$ cat config.mk
export PLATFORM = sky130hd
export DESIGN_NAME = cubemap_face_texel_address
export DESIGN_NICKNAME = d
export VERILOG_FILES = /design/src/hw/rtl/cfta_pkg.sv /design/src/hw/rtl/cubemap_face_texel_address.sv /design/src/hw/rtl/cfta_front.sv /design/src/hw/rtl/cfta_div.sv /design/src/hw/rtl/cfta_out.sv
export SDC_FILE = /design/constraint.sdc
export NUM_CORES = 2
export LEC_CHECK = 0
export BUFFER_PORTS_ARGS = -buffer_cell sky130_fd_sc_hd__buf_2
export CORE_ASPECT_RATIO = 0.9
export CORE_MARGIN = 3
export CORE_UTILIZATION = 50
export DETAILED_ROUTE_END_ITERATION = 10
export HOLD_SLACK_MARGIN = 0.08
export PLACE_DENSITY_LB_ADDON = 0.12
export SYNTH_ARGS = -nofsm -noshare
export SYNTH_HDL_FRONTEND = slang
export SYNTH_HIERARCHICAL = 1
export SYNTH_SLANG_ARGS = --single-unit
$ cat constraint.sdc
create_clock -name clk -period 42.8 [get_ports clk]
set_input_delay 6.42 -clock clk [delete_from_list [all_inputs] [get_ports clk]]
set_output_delay 6.42 -clock clk [all_outputs]
set_load 0.05 [all_outputs]
$ cat src/hw/rtl/cfta_pkg.sv
// Shared types and constants for the cube map face and texel address pipeline.
package cfta_pkg;

	localparam int COORD_WIDTH_DEF   = 16;
	localparam int MAX_FACE_SIZE_DEF = 4096;

	// Configuration port layout.
	localparam int CFG_DATA_W  = 13;
	localparam int CFG_INDEX_W = 1;
	localparam logic [CFG_DATA_W-1:0] SIZE_RESET = 13'd512;

	typedef enum logic [CFG_INDEX_W-1:0] {
		REG_FACE_WIDTH  = 1'b0,
		REG_FACE_HEIGHT = 1'b1
	} cfta_reg_t;

	typedef enum logic [2:0] {
		FACE_POS_X = 3'd0,
		FACE_NEG_X = 3'd1,
		FACE_POS_Y = 3'd2,
		FACE_NEG_Y = 3'd3,
		FACE_POS_Z = 3'd4,
		FACE_NEG_Z = 3'd5
	} cfta_face_t;

	// Per-word side information that rides along with the divider lanes.
	typedef struct packed {
		cfta_face_t face;
		logic       zero;
	} cfta_tag_t;

endpackage

$ cat src/hw/rtl/cubemap_face_texel_address.sv
// Cube map face selection and texel addressing: direction vector in, face and texel out.
// Pipeline: $clog2(MAX_FACE_SIZE) + 6 register stages (18 by default).
// Throughput: one word per clock while not stalled; the divider advances one quotient bit per stage.
// A stalled output parks one word in a skid entry; input stalls only once that is full.
// Reset (arst_n low, asynchronous) empties the pipeline and sets both face sizes to 512.
module cubemap_face_texel_address import cfta_pkg::*; #(
	parameter int COORD_WIDTH   = COORD_WIDTH_DEF,
	parameter int MAX_FACE_SIZE = MAX_FACE_SIZE_DEF,
	localparam int OUT_W        = $clog2(MAX_FACE_SIZE)
) (
	input  logic                          clk,
	input  logic                          arst_n,
	input  logic                          cfg_wr_en,
	input  logic [CFG_INDEX_W-1:0]        cfg_index,
	input  logic [CFG_DATA_W-1:0]         cfg_data,
	input  logic                          in_valid,
	output logic                          in_ready,
	input  logic signed [COORD_WIDTH-1:0] dir_x,
	input  logic signed [COORD_WIDTH-1:0] dir_y,
	input  logic signed [COORD_WIDTH-1:0] dir_z,
	output logic                          out_valid,
	input  logic                          out_ready,
	output logic [2:0]                    face,
	output logic [OUT_W-1:0]              texel_col,
	output logic [OUT_W-1:0]              texel_row,
	output logic                          zero_vector
);

	// The quotient can equal the face size, so it carries one more bit than a
	// texel index. The divisor is twice the major magnitude.
	localparam int SIZE_W = $clog2(MAX_FACE_SIZE) + 1;
	localparam int DEN_W  = COORD_WIDTH + 2;
	localparam int NUM_W  = DEN_W + SIZE_W;

	// Configuration registers. Writes must arrive only while the pipeline is empty;
	// the block does not enforce this. Given that, every stage may read them directly.
	logic [CFG_DATA_W-1:0] width_q, height_q;

	always_ff @(posedge clk or negedge arst_n) begin
		if (!arst_n) begin
			width_q  <= SIZE_RESET;
			height_q <= SIZE_RESET;
		end else if (cfg_wr_en) begin
			case (cfta_reg_t'(cfg_index))
				REG_FACE_WIDTH:  width_q  <= cfg_data;
				REG_FACE_HEIGHT: height_q <= cfg_data;
				default: ;
			endcase
		end
	end

	// Sizes above the supported maximum saturate to it.
	logic [SIZE_W-1:0] width_size, height_size;

	always_comb begin
		width_size  = (32'(width_q) > 32'(MAX_FACE_SIZE)) ? SIZE_W'(MAX_FACE_SIZE)
		                                                  : SIZE_W'(width_q);
		height_size = (32'(height_q) > 32'(MAX_FACE_SIZE)) ? SIZE_W'(MAX_FACE_SIZE)
		                                                   : SIZE_W'(height_q);
	end

	// The whole pipeline moves together; it halts only while the skid entry
	// in the output stage is occupied.
	logic en;
	assign in_ready = en;

	logic             front_valid;
	logic [NUM_W-1:0] num_u, num_v;
	logic [DEN_W-1:0] den;
	cfta_tag_t        front_tag;

	cfta_front #(
		.COORD_WIDTH (COORD_WIDTH),
		.SIZE_W      (SIZE_W)
	) u_front (
		.clk         (clk),
		.arst_n      (arst_n),
		.en          (en),
		.in_valid    (in_valid),
		.dir_x       (dir_x),
		.dir_y       (dir_y),
		.dir_z       (dir_z),
		.width_size  (width_size),
		.height_size (height_size),
		.out_valid   (front_valid),
		.num_u       (num_u),
		.num_v       (num_v),
		.den         (den),
		.tag         (front_tag)
	);

	logic              div_valid;
	logic [SIZE_W-1:0] quo_u, quo_v;
	cfta_tag_t         div_tag;

	cfta_div #(
		.DEN_W (DEN_W),
		.QUO_W (SIZE_W)
	) u_div (
		.clk       (clk),
		.arst_n    (arst_n),
		.en        (en),
		.in_valid  (front_valid),
		.num_u     (num_u),
		.num_v     (num_v),
		.den       (den),
		.in_tag    (front_tag),
		.out_valid (div_valid),
		.quo_u     (quo_u),
		.quo_v     (quo_v),
		.out_tag   (div_tag)
	);

	cfta_out #(
		.QUO_W (SIZE_W),
		.OUT_W (OUT_W)
	) u_out (
		.clk         (clk),
		.arst_n      (arst_n),
		.ready       (en),
		.in_valid    (div_valid),
		.quo_u       (quo_u),
		.quo_v       (quo_v),
		.in_tag      (div_tag),
		.width_size  (width_size),
		.height_size (height_size),
		.out_valid   (out_valid),
		.out_ready   (out_ready),
		.face        (face),
		.texel_col   (texel_col),
		.texel_row   (texel_row),
		.zero_vector (zero_vector)
	);

endmodule

$ cat src/hw/rtl/cfta_front.sv
// Front stages: magnitudes, major axis selection, offsets and size multiplication.
module cfta_front import cfta_pkg::*; #(
	parameter int COORD_WIDTH = COORD_WIDTH_DEF,
	parameter int SIZE_W      = $clog2(MAX_FACE_SIZE_DEF) + 1,
	localparam int MAG_W      = COORD_WIDTH + 1,
	localparam int SUM_W      = COORD_WIDTH + 2,
	localparam int NUM_W      = SUM_W + SIZE_W
) (
	input  logic                          clk,
	input  logic                          arst_n,
	input  logic                          en,
	input  logic                          in_valid,
	input  logic signed [COORD_WIDTH-1:0] dir_x,
	input  logic signed [COORD_WIDTH-1:0] dir_y,
	input  logic signed [COORD_WIDTH-1:0] dir_z,
	input  logic        [SIZE_W-1:0]      width_size,
	input  logic        [SIZE_W-1:0]      height_size,
	output logic                          out_valid,
	output logic        [NUM_W-1:0]       num_u,
	output logic        [NUM_W-1:0]       num_v,
	output logic        [SUM_W-1:0]       den,
	output cfta_tag_t                     tag
);

	// Stage 1: registered direction and its magnitudes.
	logic                          valid_s1;
	logic signed [COORD_WIDTH-1:0] x_s1, y_s1, z_s1;
	logic        [MAG_W-1:0]       ax_s1, ay_s1, az_s1;
	logic signed [MAG_W-1:0]       xe, ye, ze;

	always_comb begin
		xe = MAG_W'(dir_x);
		ye = MAG_W'(dir_y);
		ze = MAG_W'(dir_z);
	end

	always_ff @(posedge clk or negedge arst_n) begin
		if (!arst_n) begin
			valid_s1 <= 1'b0;
		end else if (en) begin
			valid_s1 <= in_valid;
		end
	end

	always_ff @(posedge clk) begin
		if (en) begin
			x_s1  <= dir_x;
			y_s1  <= dir_y;
			z_s1  <= dir_z;
			ax_s1 <= xe[MAG_W-1] ? MAG_W'(-xe) : MAG_W'(xe);
			ay_s1 <= ye[MAG_W-1] ? MAG_W'(-ye) : MAG_W'(ye);
			az_s1 <= ze[MAG_W-1] ? MAG_W'(-ze) : MAG_W'(ze);
		end
	end

	// Stage 2: major axis, face and face-local coordinates.
	logic                    valid_s2;
	logic        [MAG_W-1:0] ma_s2;
	logic signed [MAG_W-1:0] sc_s2, tc_s2;
	cfta_tag_t               tag_s2;

	logic        [MAG_W-1:0] ma_c;
	logic signed [MAG_W-1:0] sc_c, tc_c, x1e, y1e, z1e;
	cfta_face_t              face_c;
	logic                    x_pos, y_pos, z_pos;

	always_comb begin
		x1e   = MAG_W'(x_s1);
		y1e   = MAG_W'(y_s1);
		z1e   = MAG_W'(z_s1);
		x_pos = !x_s1[COORD_WIDTH-1] && (x_s1 != '0);
		y_pos = !y_s1[COORD_WIDTH-1] && (y_s1 != '0);
		z_pos = !z_s1[COORD_WIDTH-1] && (z_s1 != '0);
		if (ax_s1 > ay_s1 && ax_s1 > az_s1) begin
			ma_c = ax_s1;
			tc_c = y1e;
			if (x_pos) begin
				face_c = FACE_POS_X;
				sc_c   = z1e;
			end else begin
				face_c = FACE_NEG_X;
				sc_c   = MAG_W'(-z1e);
			end
		end else if (ay_s1 > az_s1) begin
			ma_c = ay_s1;
			sc_c = x1e;
			if (y_pos) begin
				face_c = FACE_POS_Y;
				tc_c   = z1e;
			end else begin
				face_c = FACE_NEG_Y;
				tc_c   = MAG_W'(-z1e);
			end
		end else begin
			ma_c = az_s1;
			tc_c = y1e;
			if (z_pos) begin
				face_c = FACE_POS_Z;
				sc_c   = MAG_W'(-x1e);
			end else begin
				face_c = FACE_NEG_Z;
				sc_c   = x1e;
			end
		end
	end

	always_ff @(posedge clk or negedge arst_n) begin
		if (!arst_n) begin
			valid_s2 <= 1'b0;
		end else if (en) begin
			valid_s2 <= valid_s1;
		end
	end

	always_ff @(posedge clk) begin
		if (en) begin
			ma_s2       <= ma_c;
			sc_s2       <= sc_c;
			tc_s2       <= tc_c;
			tag_s2.face <= face_c;
			tag_s2.zero <= (ma_c == '0);
		end
	end

	// Stage 3: shift the coordinates into the range zero to twice the major magnitude.
	logic             valid_s3;
	logic [SUM_W-1:0] su_s3, sv_s3, den_s3;
	cfta_tag_t        tag_s3;

	always_ff @(posedge clk or negedge arst_n) begin
		if (!arst_n) begin
			valid_s3 <= 1'b0;
		end else if (en) begin
			valid_s3 <= valid_s2;
		end
	end

	always_ff @(posedge clk) begin
		if (en) begin
			su_s3  <= SUM_W'(sc_s2) + SUM_W'(ma_s2);
			sv_s3  <= SUM_W'(tc_s2) + SUM_W'(ma_s2);
			den_s3 <= {ma_s2, 1'b0};
			tag_s3 <= tag_s2;
		end
	end

	// Stage 4: scale by the face size to form the dividends.
	logic             valid_s4;
	logic [NUM_W-1:0] nu_s4, nv_s4;
	logic [SUM_W-1:0] den_s4;
	cfta_tag_t        tag_s4;

	always_ff @(posedge clk or negedge arst_n) begin
		if (!arst_n) begin
			valid_s4 <= 1'b0;
		end else if (en) begin
			valid_s4 <= valid_s3;
		end
	end

	always_ff @(posedge clk) begin
		if (en) begin
			nu_s4  <= NUM_W'(su_s3) * NUM_W'(width_size);
			nv_s4  <= NUM_W'(sv_s3) * NUM_W'(height_size);
			den_s4 <= den_s3;
			tag_s4 <= tag_s3;
		end
	end

	assign out_valid = valid_s4;
	assign num_u     = nu_s4;
	assign num_v     = nv_s4;
	assign den       = den_s4;
	assign tag       = tag_s4;

endmodule

$ cat src/hw/rtl/cfta_div.sv
// Two-lane restoring divider, one quotient bit per pipeline stage, shared divisor.
module cfta_div import cfta_pkg::*; #(
	parameter int DEN_W = COORD_WIDTH_DEF + 2,
	parameter int QUO_W = $clog2(MAX_FACE_SIZE_DEF) + 1,
	localparam int NUM_W = DEN_W + QUO_W
) (
	input  logic             clk,
	input  logic             arst_n,
	input  logic             en,
	input  logic             in_valid,
	input  logic [NUM_W-1:0] num_u,
	input  logic [NUM_W-1:0] num_v,
	input  logic [DEN_W-1:0] den,
	input  cfta_tag_t        in_tag,
	output logic             out_valid,
	output logic [QUO_W-1:0] quo_u,
	output logic [QUO_W-1:0] quo_v,
	output cfta_tag_t        out_tag
);

	// Each stage holds the partial remainder and a word whose upper part is the
	// numerator still to be consumed and whose lower part is the quotient so far.
	// The quotient is known to fit in QUO_W bits, so the upper numerator bits
	// already form a remainder below the divisor.
	logic             valid_s [QUO_W];
	logic [DEN_W-1:0] rem_u_s [QUO_W];
	logic [DEN_W-1:0] rem_v_s [QUO_W];
	logic [QUO_W-1:0] nq_u_s  [QUO_W];
	logic [QUO_W-1:0] nq_v_s  [QUO_W];
	logic [DEN_W-1:0] den_s   [QUO_W];
	cfta_tag_t        tag_s   [QUO_W];

	for (genvar i = 0; i < QUO_W; i++) begin : g_step
		logic             cur_valid;
		logic [DEN_W-1:0] cur_rem_u, cur_rem_v, cur_den;
		logic [QUO_W-1:0] cur_nq_u, cur_nq_v;
		cfta_tag_t        cur_tag;
		logic [DEN_W:0]   tu, tv;
		logic             gu, gv;

		if (i == 0) begin : g_first
			always_comb begin
				cur_valid = in_valid;
				cur_rem_u = num_u[NUM_W-1:QUO_W];
				cur_rem_v = num_v[NUM_W-1:QUO_W];
				cur_nq_u  = num_u[QUO_W-1:0];
				cur_nq_v  = num_v[QUO_W-1:0];
				cur_den   = den;
				cur_tag   = in_tag;
			end
		end else begin : g_next
			always_comb begin
				cur_valid = valid_s[i-1];
				cur_rem_u = rem_u_s[i-1];
				cur_rem_v = rem_v_s[i-1];
				cur_nq_u  = nq_u_s[i-1];
				cur_nq_v  = nq_v_s[i-1];
				cur_den   = den_s[i-1];
				cur_tag   = tag_s[i-1];
			end
		end

		always_comb begin
			tu = {cur_rem_u, cur_nq_u[QUO_W-1]};
			tv = {cur_rem_v, cur_nq_v[QUO_W-1]};
			gu = (tu >= {1'b0, cur_den});
			gv = (tv >= {1'b0, cur_den});
		end

		always_ff @(posedge clk or negedge arst_n) begin
			if (!arst_n) begin
				valid_s[i] <= 1'b0;
			end else if (en) begin
				valid_s[i] <= cur_valid;
			end
		end

		always_ff @(posedge clk) begin
			if (en) begin
				rem_u_s[i] <= gu ? DEN_W'(tu - {1'b0, cur_den}) : tu[DEN_W-1:0];
				rem_v_s[i] <= gv ? DEN_W'(tv - {1'b0, cur_den}) : tv[DEN_W-1:0];
				nq_u_s[i]  <= {cur_nq_u[QUO_W-2:0], gu};
				nq_v_s[i]  <= {cur_nq_v[QUO_W-2:0], gv};
				den_s[i]   <= cur_den;
				tag_s[i]   <= cur_tag;
			end
		end
	end

	assign out_valid = valid_s[QUO_W-1];
	assign quo_u     = nq_u_s[QUO_W-1];
	assign quo_v     = nq_v_s[QUO_W-1];
	assign out_tag   = tag_s[QUO_W-1];

endmodule

$ cat src/hw/rtl/cfta_out.sv
// Result fixup (wrap at face size, zero vector) and output register with skid entry.
module cfta_out import cfta_pkg::*; #(
	parameter int QUO_W = $clog2(MAX_FACE_SIZE_DEF) + 1,
	parameter int OUT_W = $clog2(MAX_FACE_SIZE_DEF)
) (
	input  logic             clk,
	input  logic             arst_n,
	output logic             ready,
	input  logic             in_valid,
	input  logic [QUO_W-1:0] quo_u,
	input  logic [QUO_W-1:0] quo_v,
	input  cfta_tag_t        in_tag,
	input  logic [QUO_W-1:0] width_size,
	input  logic [QUO_W-1:0] height_size,
	output logic             out_valid,
	input  logic             out_ready,
	output logic [2:0]       face,
	output logic [OUT_W-1:0] texel_col,
	output logic [OUT_W-1:0] texel_row,
	output logic             zero_vector
);

	typedef struct packed {
		cfta_face_t face;
		logic [OUT_W-1:0] col;
		logic [OUT_W-1:0] row;
		logic zero;
	} res_t;

	res_t res_c, out_q, skid_q;
	logic out_valid_q, skid_valid_q, push;

	// The quotient never exceeds the size, so only equality needs the wrap.
	always_comb begin
		res_c.face = in_tag.face;
		res_c.zero = in_tag.zero;
		res_c.col  = (in_tag.zero || quo_u == width_size) ? '0 : OUT_W'(quo_u);
		res_c.row  = (in_tag.zero || quo_v == height_size) ? '0 : OUT_W'(quo_v);
	end

	assign ready = !skid_valid_q;
	assign push  = in_valid && ready;

	always_ff @(posedge clk or negedge arst_n) begin
		if (!arst_n) begin
			out_valid_q  <= 1'b0;
			skid_valid_q <= 1'b0;
		end else if (!out_valid_q || out_ready) begin
			out_valid_q  <= skid_valid_q || push;
			skid_valid_q <= 1'b0;
		end else if (push) begin
			skid_valid_q <= 1'b1;
		end
	end

	always_ff @(posedge clk) begin
		if (!out_valid_q || out_ready) begin
			out_q <= skid_valid_q ? skid_q : res_c;
		end else if (push) begin
			skid_q <= res_c;
		end
	end

	assign out_valid   = out_valid_q;
	assign face        = out_q.face;
	assign texel_col   = out_q.col;
	assign texel_row   = out_q.row;
	assign zero_vector = out_q.zero;

endmodule
==> reports/metrics.json <==
{
  "outcome": {
    "status": "finished, violations left",
    "failed_checks": "max-capacitance violations, max-slew violations"
  },
  "sta": {
    "final_total_negative_setup_slack_ns": 0,
    "skew_ns": 0.0584,
    "setup-violations-final": 0,
    "setup_repair_after_global_routing_missed_its_margin": "no",
    "slew_hr_pct": -10.2,
    "post-route-min-period_ns": 8.72,
    "timing_hold_violations_final": 0,
    "achievable-frequency_ghz": 0.115,
    "fin_crit_sh_pct": 20.4,
    "max_slew.worst_pin.slew_ns": 1.61,
    "finalMaxSlewViolations": 3
  },
  "clock_tree": {
    "cts.sink_count": 1430,
    "clock_latency_ns": 0.82,
    "post_cts.resized_instances": 0,
    "cts_hold_buf": 0,
    "numCtsBuffers": 155,
    "tritoncts": "done",
    "clkTransAtPathRegs_ns": 0.06,
    "clk_root_buffer_cell": "clkbuf_16",
    "post-cts-setup-buffers": 0,
    "clockBufferDepth": 3,
    "cts_htree_levels": 4
  },
  "logic_synthesis": {
    "synth_enable_flop_cells": 1385,
    "synth_cells": 7842,
    "synth_top_cell_area_share_pct": 45.6,
    "synth.ff_latch_count": 1430,
    "netlist_top_cells_count": "edfxtp_1, inv_1, ha_1",
    "synth_seq_area_share_pct": 46.8,
    "synth_top_area_cell": "edfxtp_1",
    "synth_warnings": 6,
    "synth_top_cells_by_area": "edfxtp_1, ha_1, fa_1, mux2_2, inv_1",
    "ys_async_sr_fraction_pct": 3.15,
    "yosysUniqueCellTypes": 98,
    "avgSynthCellArea_um2": 11.6,
    "top_ff_cell_synth": "edfxtp_1",
    "syn-cell-area_um2": 91300,
    "post-synth-top-count-cell": "edfxtp_1"
  },
  "setup_path": {
    "timing.critical_path.from_type": "flop",
    "critPathRequiredTime_ns": 36.38,
    "worst-endpoint-arrival_ns": 2.30,
    "crit_path_max_fanout": 45,
    "critical_path_class": "flop to output pin",
    "timing.critical_path.to_type": "output pin"
  },
  "floorplan": {
    "core_outline_area_um2": 181000,
    "die_w_um": 456,
    "design.portCount": 97,
    "num_rows": 148,
    "dieArea_um2": 188000,
    "floorplan.initialDensity_pct": 50.4,
    "die_h_um": 411
  },
  "grt": {
    "grt_first_pass_wirelength_um": 353000,
    "number_of_antenna_violations_at_the_first_check_in_global_routing": 9,
    "first_global_vias": 58200,
    "grt_start_max_net_pins": 148,
    "grt_usage_pct": 24.6,
    "overflow": 0
  },
  "placed_design": {
    "dp.final_hpwl_um": 180000,
    "final_estimated_routing_congestion_in_global_placement": 0.939,
    "portBuffers": 96
  },
  "detailed_routing": {
    "wl_per_cell_um": 22.2,
    "viasPerCell": 5.68,
    "totalWireLength_um": 233000,
    "num_vias": 59700,
    "drt_first_iter_violations": 5675,
    "route.antenna.remaining_nets": 0,
    "detail_route.drc_violations": 0,
    "drt_pass1_iterations": 6
  },
  "layout": {
    "fillers": 15400,
    "multi_input_area_um2": 44400,
    "nets": 9145,
    "areaGrowthSynthToFinish_pct": 9.14,
    "drive_gt1_share_pct": 10.1,
    "sequential_cell_area_um2": 42700
  },
  "worst_hold_path": {
    "path_type_of_the_worst_min_delay_path": "flop to flop"
  },
  "run": {
    "cap_viol_max_count": 1
  }
}
## final timing paths
kind,startpoint,end,slack (ns),cells past startpoint
worst max-delay path,u_out/skid_valid_q,in_ready,34.08,3
worst min-delay path,u_div/nq_u_s[0][6],u_div/nq_u_s[0][20],0.37,0
worst max register to register,height_q[12],u_front/num_v[30],35.66,19
worst min register to register,u_div/nq_u_s[0][6],u_div/nq_u_s[0][20],0.37,0
max in group asynchronous,arst_n,u_front/valid_s1,36.64,2
min in group asynchronous,arst_n,height_q[7],5.70,2
## metrics by stage
stage          instances  hold WS, ns  cell area (µm²)  utilization (%)  setup WS, ns
6_report           10500        0.375            99600             55.0         34.08
4_1_cts            10500        0.368            99600             55.0         33.98
3_5_place_dp       10200        0.405            94500             52.2         34.07
2_1_floorplan       7845        0.400            91300                -          9.82
5_1_grt            10500        0.377            99600             55.0         33.96
3_3_place_gp       10200        0.400            94500             52.2         34.11
## placed cells by master (no fill, tap or decap), types with 38 or more instances in the layout
cell type	synthesis	final
a21o_1	180	180
a211oi_1	69	69
nor2b_1	78	66
inv_1	897	896
a31oi_1	54	54
and2_1	258	258
o21bai_1	72	72
xor2_1	136	136
nand3_1	121	121
o21ai_0	286	285
and3_1	40	40
nand4_1	78	78
mux2_2	311	311
clkbuf_16	0	157
a21oi_1	509	509
fa_1	378	378
nand2_1	538	538
dfrtp_1	43	43
nor3_1	58	58
mux2i_1	38	38
edfxtp_1	1385	1385
buf_4	9	68
ha_1	712	712
nand2b_1	55	54
o31ai_1	43	43
o21a_1	60	60
nor2_1	400	399
xnor2_1	380	380
buf_2	18	96
## registers in the layout, summed over array words and instances, names as in the netlist, 16 cells and up
signal and count:
u_div/den_s 216, u_div/nq_u_s 169, u_div/nq_v_s 169, u_div/rem_u_s 216
u_div/rem_v_s 216, u_div/tag_s 52, u_front/ax_s1 16, u_front/ay_s1 16
u_front/az_s1 16, u_front/den 17, u_front/den_s3 17, u_front/ma_s2 17
u_front/num_u 31, u_front/num_v 31, u_front/sc_s2 17, u_front/su_s3 18
u_front/sv_s3 18, u_front/tc_s2 17, u_front/x_s1 16, u_front/y_s1 16
u_front/z_s1 16, u_out/skid_q 28
## routing by layer
metal	part of all wire (%)	global-route usage, %	up-vias	wire (µm)
met3	6.6	4.34	279	15300
met4	2.5	6.55	0	5840
li1	-	-	28300	-
met2	43	37.0	1755	101000
met1	48	36.8	29400	111000
met5	0	0	-	0
## cell families (layout without fill, tap and decap cells)
logic type                 Yosys count  in the layout  share of synthesized area (%)
and+or+nand+nor                   1774           1774                           9.56
AOI/OAI and AO/OA                 1557           1557                           11.0
DFF                               1430           1430                           46.8
adders and majority gates         1090           1090                           18.0
buffers and inverters             1077           1348                           4.63
xor gates and xnor gates           516            516                           4.95
muxes                              397            397                           4.99
other                                1              6                        0.00411
## area by class of cell
type	count	area share (%)
inverters	898	3.39
multi-input cells	5338	44.6
diodes	2	0.00502
repair buffers	165	1.01
clock inverters	92	1.04
flip-flops and latches	1430	42.9
clock buffers	193	4.08
well taps	2400	3.01
## worst max-delay path: stages, from the launching register on
cell and delay (ns):
dfrtp_1 0.36, buf_4 0.27, inv_8 0.36, buf_2 0.43
Power is left out: the tool's default activity adds up to more than one toggle a clock period on the data nets, which glitch-free logic cannot reach.
